--- config.mk ---
export PLATFORM = sky130hd
export DESIGN_NAME = rgb_to_hsv_pixel
export DESIGN_NICKNAME = d
export VERILOG_FILES = /design/src/hw/rtl/rth_pkg.sv /design/src/hw/rtl/rth_div_stage.sv /design/src/hw/rtl/rgb_to_hsv_pixel.sv
export SDC_FILE = /design/constraint.sdc
export NUM_CORES = 2
export LEC_CHECK = 0
export BUFFER_PORTS_ARGS = -buffer_cell sky130_fd_sc_hd__buf_2
export CORE_MARGIN = 2
export CORE_UTILIZATION = 30
export CTS_BUF_LIST = sky130_fd_sc_hd__clkbuf_4
export CTS_CLUSTER_DIAMETER = 80
export DETAILED_ROUTE_END_ITERATION = 7
export SYNTH_ARGS = -nofsm -noshare
export SYNTH_HDL_FRONTEND = slang
export SYNTH_SLANG_ARGS = --single-unit
--- constraint.sdc ---
create_clock -name clk_i -period 6 [get_ports clk_i]
set_input_delay 0.3 -clock clk_i [delete_from_list [all_inputs] [get_ports clk_i]]
set_output_delay 0.3 -clock clk_i [all_outputs]
set_load 0.005 [all_outputs]
--- src/hw/rtl/rth_pkg.sv ---
// Shared types, constants and the divider step for the RGB to HSV pixel converter.
package rth_pkg;

  localparam int FracBitsDef = 6;   // default fraction bits of hue and saturation
  localparam int ChanW       = 8;   // width of one color sample
  localparam int HueIntW     = 9;   // integer bits of hue (below 360)
  localparam int DivW        = 9;   // divisor and remainder width (2 * 8-bit value)
  localparam int HueW        = 15;
  localparam int SatW        = 14;
  localparam int TdataInW    = 24;
  localparam int TdataOutW   = 40;

  // which channel is largest, and for red the sign of green minus blue
  typedef enum logic [1:0] {
    SecRedPos = 2'd0,
    SecRedNeg = 2'd1,
    SecGreen  = 2'd2,
    SecBlue   = 2'd3
  } sector_e;

  typedef struct packed {
    logic [DivW-1:0] rem;
    logic [DivW-1:0] dvs;
  } rth_lane_t;

  typedef struct packed {
    logic            qbit;
    logic [DivW-1:0] rem;
  } rth_step_t;

  // one restoring division step: bring in the next dividend bit, trial subtract
  function automatic rth_step_t rth_div_step(logic [DivW-1:0] rem, logic nbit,
                                             logic [DivW-1:0] dvs);
    logic [DivW:0] trial;
    logic [DivW:0] diff;
    rth_step_t     res;
    trial    = {rem, nbit};
    diff     = trial - {1'b0, dvs};
    res.qbit = (trial >= {1'b0, dvs});
    res.rem  = res.qbit ? diff[DivW-1:0] : trial[DivW-1:0];
    return res;
  endfunction

endpackage

--- src/hw/rtl/rth_div_stage.sv ---
// One pipeline stage of the hue and saturation dividers: one quotient bit each.
module rth_div_stage import rth_pkg::*; #(
  parameter int QW = HueIntW + FracBitsDef
) (
  input  logic             clk_i,
  input  logic             rst_ni,
  input  logic             valid_i,
  output logic             ready_o,
  input  logic [ChanW-1:0] val_i,
  input  rth_lane_t        hue_lane_i,
  input  logic [QW-1:0]    hue_low_i,
  input  rth_lane_t        sat_lane_i,
  input  logic [QW-1:0]    sat_low_i,
  output logic             valid_o,
  input  logic             ready_i,
  output logic [ChanW-1:0] val_o,
  output rth_lane_t        hue_lane_o,
  output logic [QW-1:0]    hue_low_o,
  output rth_lane_t        sat_lane_o,
  output logic [QW-1:0]    sat_low_o
);

  logic             valid_q, valid_d;
  logic [ChanW-1:0] val_q;
  rth_lane_t        hue_lane_q, hue_lane_d, sat_lane_q, sat_lane_d;
  logic [QW-1:0]    hue_low_q, hue_low_d, sat_low_q, sat_low_d;
  rth_step_t        hue_step, sat_step;

  assign ready_o = !valid_q || ready_i;
  assign valid_d = ready_o ? valid_i : valid_q;

  always_comb begin
    hue_step       = rth_div_step(hue_lane_i.rem, hue_low_i[QW-1], hue_lane_i.dvs);
    sat_step       = rth_div_step(sat_lane_i.rem, sat_low_i[QW-1], sat_lane_i.dvs);
    hue_lane_d.rem = hue_step.rem;
    hue_lane_d.dvs = hue_lane_i.dvs;
    sat_lane_d.rem = sat_step.rem;
    sat_lane_d.dvs = sat_lane_i.dvs;
    // shift out the used dividend bit, shift in the quotient bit
    hue_low_d      = {hue_low_i[QW-2:0], hue_step.qbit};
    sat_low_d      = {sat_low_i[QW-2:0], sat_step.qbit};
  end

  always_ff @(posedge clk_i or negedge rst_ni) begin
    if (!rst_ni) begin
      valid_q <= 1'b0;
    end else begin
      valid_q <= valid_d;
    end
  end

  always_ff @(posedge clk_i) begin
    if (valid_i && ready_o) begin
      val_q      <= val_i;
      hue_lane_q <= hue_lane_d;
      hue_low_q  <= hue_low_d;
      sat_lane_q <= sat_lane_d;
      sat_low_q  <= sat_low_d;
    end
  end

  assign valid_o    = valid_q;
  assign val_o      = val_q;
  assign hue_lane_o = hue_lane_q;
  assign hue_low_o  = hue_low_q;
  assign sat_lane_o = sat_lane_q;
  assign sat_low_o  = sat_low_q;

endmodule

--- src/hw/rtl/rgb_to_hsv_pixel.sv ---
// Top level of the RGB to HSV pixel converter: front stages and divider pipeline.
//
// Usage: one 8-bit RGB pixel enters per item on the slave stream and one HSV
// item leaves on the master stream, in the same order. No state is kept
// between pixels.
// Input tdata holds red, green, blue from the lowest byte up. Output tdata
// holds hue (1/2^FracBits degree), saturation (0..255 in 1/2^FracBits) and
// brightness (largest channel), from the lowest bit up.
// Steps: the first stage finds the largest and smallest channel, the second
// forms the numerators, then each divider stage adds one quotient bit to
// both restoring dividers, which run side by side.
// Throughput: one item per cycle unless stalled; each stage has its own valid bit.
// Stall: when the receiver drops m_axis_tready, the output item holds and
// items behind it keep moving into empty stages, so s_axis_tready falls only
// once every stage is full. Nothing is dropped or repeated.
// Reset: all valid bits clear; the pipeline is empty and ready at once.
module rgb_to_hsv_pixel import rth_pkg::*; #(
  parameter int FracBits = FracBitsDef
) (
  input  logic                 clk_i,
  input  logic                 rst_ni,
  input  logic                 s_axis_tvalid,
  output logic                 s_axis_tready,
  input  logic [TdataInW-1:0]  s_axis_tdata,   // red [7:0], green [15:8], blue [23:16]
  output logic                 m_axis_tvalid,
  input  logic                 m_axis_tready,
  output logic [TdataOutW-1:0] m_axis_tdata    // hue [14:0], saturation [28:15],
                                               // brightness [36:29], zero fill
);

  localparam int QW      = HueIntW + FracBits;  // quotient bits per divider
  localparam int NW      = QW + DivW;           // dividend width
  localparam int HueLim  = 360 * (2 ** FracBits);
  localparam int SatLim  = 255 * (2 ** FracBits);
  localparam int BaseW   = 17;                  // 360 * 255 fits
  localparam int PadW    = TdataOutW - HueW - SatW - ChanW;

  // ---------------- stage 1: max, min, sector ----------------
  logic [ChanW-1:0]   red, green, blue;
  logic [ChanW-1:0]   mx_d, mn_d, mx_q, delta_q;
  logic signed [ChanW:0] diff_d, diff_q;
  sector_e            sec_d, sec_q;
  logic               v1_q, rdy1;

  assign red   = s_axis_tdata[7:0];
  assign green = s_axis_tdata[15:8];
  assign blue  = s_axis_tdata[23:16];

  always_comb begin
    priority if (red >= green && red >= blue) begin
      mx_d   = red;
      sec_d  = (green >= blue) ? SecRedPos : SecRedNeg;
      diff_d = $signed({1'b0, green}) - $signed({1'b0, blue});
    end else if (green >= blue) begin
      mx_d   = green;
      sec_d  = SecGreen;
      diff_d = $signed({1'b0, blue}) - $signed({1'b0, red});
    end else begin
      mx_d   = blue;
      sec_d  = SecBlue;
      diff_d = $signed({1'b0, red}) - $signed({1'b0, green});
    end
    mn_d = red;
    if (green < mn_d) mn_d = green;
    if (blue < mn_d) mn_d = blue;
  end

  // ---------------- stage 2: numerators and divisors ----------------
  logic [QW+1:0]      rdy;
  logic               vld    [QW+1];
  logic [ChanW-1:0]   val    [QW+1];
  rth_lane_t          h_lane [QW+1];
  rth_lane_t          s_lane [QW+1];
  logic [QW-1:0]      h_low  [QW+1];
  logic [QW-1:0]      s_low  [QW+1];

  logic               vld0_q;
  logic [ChanW-1:0]   val0_q;
  rth_lane_t          h_lane0_q, s_lane0_q;
  logic [QW-1:0]      h_low0_q, s_low0_q;

  logic [BaseW-1:0]   base;
  logic signed [BaseW:0] hterm, hnum;
  logic [15:0]        snum;
  logic [NW-1:0]      hdvd, sdvd;
  logic [DivW-1:0]    hdvs, sdvs;

  assign rdy1          = !v1_q || rdy[0];
  assign s_axis_tready = rdy1;
  assign rdy[0]        = !vld[0] || rdy[1];

  always_ff @(posedge clk_i or negedge rst_ni) begin
    if (!rst_ni) begin
      v1_q <= 1'b0;
    end else if (rdy1) begin
      v1_q <= s_axis_tvalid;
    end
  end

  always_ff @(posedge clk_i) begin
    if (s_axis_tvalid && rdy1) begin
      mx_q    <= mx_d;
      delta_q <= mx_d - mn_d;
      diff_q  <= diff_d;
      sec_q   <= sec_d;
    end
  end

  always_comb begin
    unique case (sec_q)
      SecRedPos: base = '0;
      SecRedNeg: base = BaseW'(delta_q) * BaseW'(360);
      SecGreen:  base = BaseW'(delta_q) * BaseW'(120);
      SecBlue:   base = BaseW'(delta_q) * BaseW'(240);
      default:   base = '0;
    endcase
    hterm = (BaseW+1)'(diff_q) * $signed((BaseW+1)'(60));
    hnum  = $signed({1'b0, base}) + hterm;
    // round to nearest: (2*num + den) / (2*den)
    hdvd  = (NW'(hnum[BaseW-1:0]) << (FracBits + 1)) + NW'(delta_q);
    hdvs  = (delta_q == '0) ? DivW'(1) : {delta_q, 1'b0};
    snum  = 16'(delta_q) * 16'd255;
    sdvd  = (NW'(snum) << (FracBits + 1)) + NW'(mx_q);
    sdvs  = (mx_q == '0) ? DivW'(1) : {mx_q, 1'b0};
  end

  always_ff @(posedge clk_i or negedge rst_ni) begin
    if (!rst_ni) begin
      vld0_q <= 1'b0;
    end else if (rdy[0]) begin
      vld0_q <= v1_q;
    end
  end

  always_ff @(posedge clk_i) begin
    if (v1_q && rdy[0]) begin
      val0_q        <= mx_q;
      h_lane0_q.rem <= hdvd[NW-1:QW];
      h_lane0_q.dvs <= hdvs;
      h_low0_q      <= hdvd[QW-1:0];
      s_lane0_q.rem <= sdvd[NW-1:QW];
      s_lane0_q.dvs <= sdvs;
      s_low0_q      <= sdvd[QW-1:0];
    end
  end

  assign vld[0]    = vld0_q;
  assign val[0]    = val0_q;
  assign h_lane[0] = h_lane0_q;
  assign h_low[0]  = h_low0_q;
  assign s_lane[0] = s_lane0_q;
  assign s_low[0]  = s_low0_q;

  // ---------------- divider pipeline: one quotient bit per stage ----------------
  assign rdy[QW+1] = m_axis_tready;

  for (genvar k = 1; k <= QW; k++) begin : g_div
    rth_div_stage #(
      .QW (QW)
    ) u_stage (
      .clk_i      (clk_i),
      .rst_ni     (rst_ni),
      .valid_i    (vld[k-1]),
      .ready_o    (rdy[k]),
      .val_i      (val[k-1]),
      .hue_lane_i (h_lane[k-1]),
      .hue_low_i  (h_low[k-1]),
      .sat_lane_i (s_lane[k-1]),
      .sat_low_i  (s_low[k-1]),
      .valid_o    (vld[k]),
      .ready_i    (rdy[k+1]),
      .val_o      (val[k]),
      .hue_lane_o (h_lane[k]),
      .hue_low_o  (h_low[k]),
      .sat_lane_o (s_lane[k]),
      .sat_low_o  (s_low[k])
    );
  end

  assign m_axis_tvalid = vld[QW];
  assign m_axis_tdata  = {PadW'(0), val[QW], SatW'(s_low[QW]), HueW'(h_low[QW])};

  // ---------------- assertions ----------------
  // a grey pixel has zero saturation and zero hue, and only a grey pixel has
  // zero saturation
  a_grey_hue: assert property (@(posedge clk_i) disable iff (!rst_ni)
    m_axis_tvalid && s_low[QW] == '0 |-> h_low[QW] == '0)
    else $error("zero saturation with nonzero hue");

  a_hue_range: assert property (@(posedge clk_i) disable iff (!rst_ni)
    m_axis_tvalid |-> h_low[QW] < QW'(HueLim))
    else $error("hue quotient at or above 360 degrees");

  a_sat_range: assert property (@(posedge clk_i) disable iff (!rst_ni)
    m_axis_tvalid |-> s_low[QW] <= QW'(SatLim))
    else $error("saturation quotient above full scale");

  // the quotient must fit: the starting remainder is below the divisor
  a_div_start: assert property (@(posedge clk_i) disable iff (!rst_ni)
    vld[0] |-> h_lane[0].rem < h_lane[0].dvs && s_lane[0].rem < s_lane[0].dvs)
    else $error("divider start remainder not below divisor");

  a_front_hold: assert property (@(posedge clk_i) disable iff (!rst_ni)
    v1_q && !rdy[0] |=> v1_q && $stable(mx_q) && $stable(delta_q))
    else $error("front stage item lost while stalled");

endmodule
==> results.toml <==
[floorplan]
die_x_um = 425
initial_core_util_pct = 30.2
rows = 154
dieArea_mm2 = 0.181
ios = 70
core_area_mm2 = 0.176
die-height_um = 425

[clock_network]
clkTransAtPathRegs_ns = 0.07
htreeDepth = 5
clkLatencyLatePin_ns = 1.15
cts_buffers = 298
cts_root_buf = "clkbuf_4"
post-cts-setup-buffers = 0
cts_tree = "done"
cts_buffer_depth = 4
ctsResizeCount = 0
clkSinkCount = 1086

[synthesis]
synthesis.area_mm2 = 0.0532
ys_ff_latch = 1086
synth_cells = 4024
synth_edf_count = 1069
yosysMostFrequentCell = "edfxtp_1"
synth_seq_area_share_pct = 61.1
synth_largest_area_cell = "edfxtp_1"
synthFlopType = "edfxtp_1"
synthTopCellsByCount = "edfxtp_1 (1,069), inv_1 (503), ha_1 (419), a21oi_1 (344), nor2_1 (294)"
synth_top_cell_area_share_pct = 60.3
syn_avg_cell_area_um2 = 13.2
ys_top_cells_by_area = "edfxtp_1 (60%), ha_1 (9.8%), inv_1 (3.5%)"
async_flop_share_pct = 1.57
synth_warnings = 0
synthDistinctLibCells = 54

[sta]
layout_min_cycle_time_ns = 5.51
slew_headroom_pct = 36.4
setup_tns_ns = 0
hold_viol = 0
rsz0062_at_grt = "false"
finalCritPeriodShare_pct = 91.8
slew_violations = 0
finalSetupViolCount = 0
fin_hold_ws_ns = 0.243
worstMarginPinSlew_ns = 0.954
max_freq_ghz = 0.182
fin_skew_ns = 0.0860

[worst_hold_path]
min_delay_path_depth = 4
worstHoldEndpoint = "delta_q[1]"
hp-class = "in -> reg"
min_from = "s_axis_tdata[9]"

[worst_setup_path]
end_kind = "register"
reg2reg_to = "s_lane[286]"
crit_arrival_ns = 6.35
crit_path_start_kind = "register"
startpoint = "delta_q[1]"
criticalPathCategory = "reg -> reg"
r2r_start = "delta_q[1]"
r2r_slack_ns = 0.49
required_ns = 6.84
cp_max_fo = 9
reg2regPathDepth = 16

[global_route]
grt_pass1_wl_mm = 145
grt-ovfl-total = 0
grt_pass1_vias = 31200
grt_max_degree = 69
grt_use_total_pct = 9.65
antenna_found_initial = 3

[detailed_routing]
drc = 0
initialDrtViolationCount = 1316
drt_wl_total_mm = 86.3
vias = 30100
viasPerCell = 4.33
final_antenna_net_count = 0
wire_per_inst_um = 12.4
dr.pass1.iters = 5

[run_status]
status = "complete, no violations"

[flow_run]
cap_violations = 0

[cells_and_area]
syn2layout_area_growth_pct = 13.6
fillerInstances = 17200
layout-drive-gt1-share_pct = 13.4
layout.nets = 4960
multi_input_area_mm2 = 0.0187
register_area_mm2 = 0.0325

[placement]
port_buffers = 66
dpl.hpwl_mm = 62.3
routabilityCongestion = 0.831
==> cell families (layout without fill, tap and decap cells) <==
| group | Yosys count | count (layout) | share of synthesized area (%) |
|---|---|---|---|
| DFF | 1086 | 1086 | 61.1 |
| and+or+nand+nor | 788 | 788 | 7.33 |
| AOI/OAI and AO/OA | 762 | 762 | 8.74 |
| buffers and inverters | 554 | 1123 | 3.93 |
| adders and majority gates | 510 | 510 | 13.3 |
| xor gates and xnor gates | 257 | 257 | 4.26 |
| muxes | 66 | 66 | 1.37 |
| other | 1 | 9 | 0.00704 |
==> stage by stage <==
| step | setup WS (ns) | utilization (%) | area, um2 | instances |
|---|---|---|---|---|
| floorplan | 1.01 | - | 53200 | 4026 |
| global placement | 0.579 | 32.1 | 56500 | 6404 |
| detailed placement | 0.508 | 32.1 | 56500 | 6404 |
| CTS | 0.472 | 34.3 | 60500 | 6935 |
| global route | 0.0655 | 34.3 | 60500 | 6941 |
| finish | 0.491 | 34.3 | 60500 | 6941 |
==> repair_timing <==
item / 4_1_cts / 5_1_grt
hold buffers: 58 / 0
endpoints found under the hold margin: 99 / 0
setup endpoints to repair: 0 / 0
==> metal layers <==
metal  GRT usage, %  vias to the layer above  routed length, um
li1               -                    15400                  -
met1           11.4                    14000              37800
met2           16.6                      492              42800
met3           2.12                      187               3520
met4           4.63                        0               2280
met5              0                        -                  0
==> how the worst max path moves through the flow <==
stage / cells after the start / slack [ns] / endpoint
floorplan: 17 / 1.01 / s_lane[286]
global placement: 16 / 0.58 / s_lane[286]
detailed placement: 16 / 0.51 / s_lane[286]
CTS: 16 / 0.47 / s_lane[286]
global route: 16 / 0.07 / s_lane[286]
finish: 16 / 0.49 / s_lane[286]
==> final cells by class <==
cell class / count / area share [%]
inverters: 505 / 3.13
flip-flops and latches: 1086 / 53.8
repair buffers: 145 / 1.77
diodes: 6 / 0.0248
multi-input cells: 2386 / 30.9
well taps: 2340 / 4.84
clock buffers: 409 / 5.08
clock inverters: 64 / 0.498
==> placed cells by master, fill, tap and decap left out, drive strengths merged, types with 59 or more instances in the layout <==
cell	n
inv	508
clkinv	59
fa	91
clkbuf	409
a21oi	346
nor2b	115
nand2	89
xnor2	199
nand2b	95
ha	419
edfxtp	1069
o21ai	106
nor2	294
nand4	67
a21o	178
buf	87
==> worst max-delay path, stage by stage, from the launching register on <==
cell	delay [ns]
edfxtp_1	0.59
fa_1	0.70
xor2_1	0.39
ha_1	0.34
fa_1	0.54
inv_1	0.06
fa_1	0.53
inv_1	0.04
ha_1	0.33
o21a_1	0.21
a21oi_1	0.20
o21ai_0	0.16
o41ai_1	0.46
xnor2_1	0.23
nand2b_1	0.14
nor3_1	0.22
xnor2_1	0.09
==> registers in the layout, indices dropped and copies added, names as in the netlist, 9 cells and up <==
name                      cells
h_lane                       18
diff_q                        9
h_low0_q                     14
s_lane                       18
g_div.u_stage.valid_o        15
g_div.u_stage.sat_lane_o    252
g_div.u_stage.hue_lane_o    252
g_div.u_stage.sat_low_o     203
g_div.u_stage.val_o          50
g_div.u_stage.hue_low_o     219
Power is left out: the tool's default activity adds up to more than one toggle a clock period on the data nets, which glitch-free logic cannot reach.
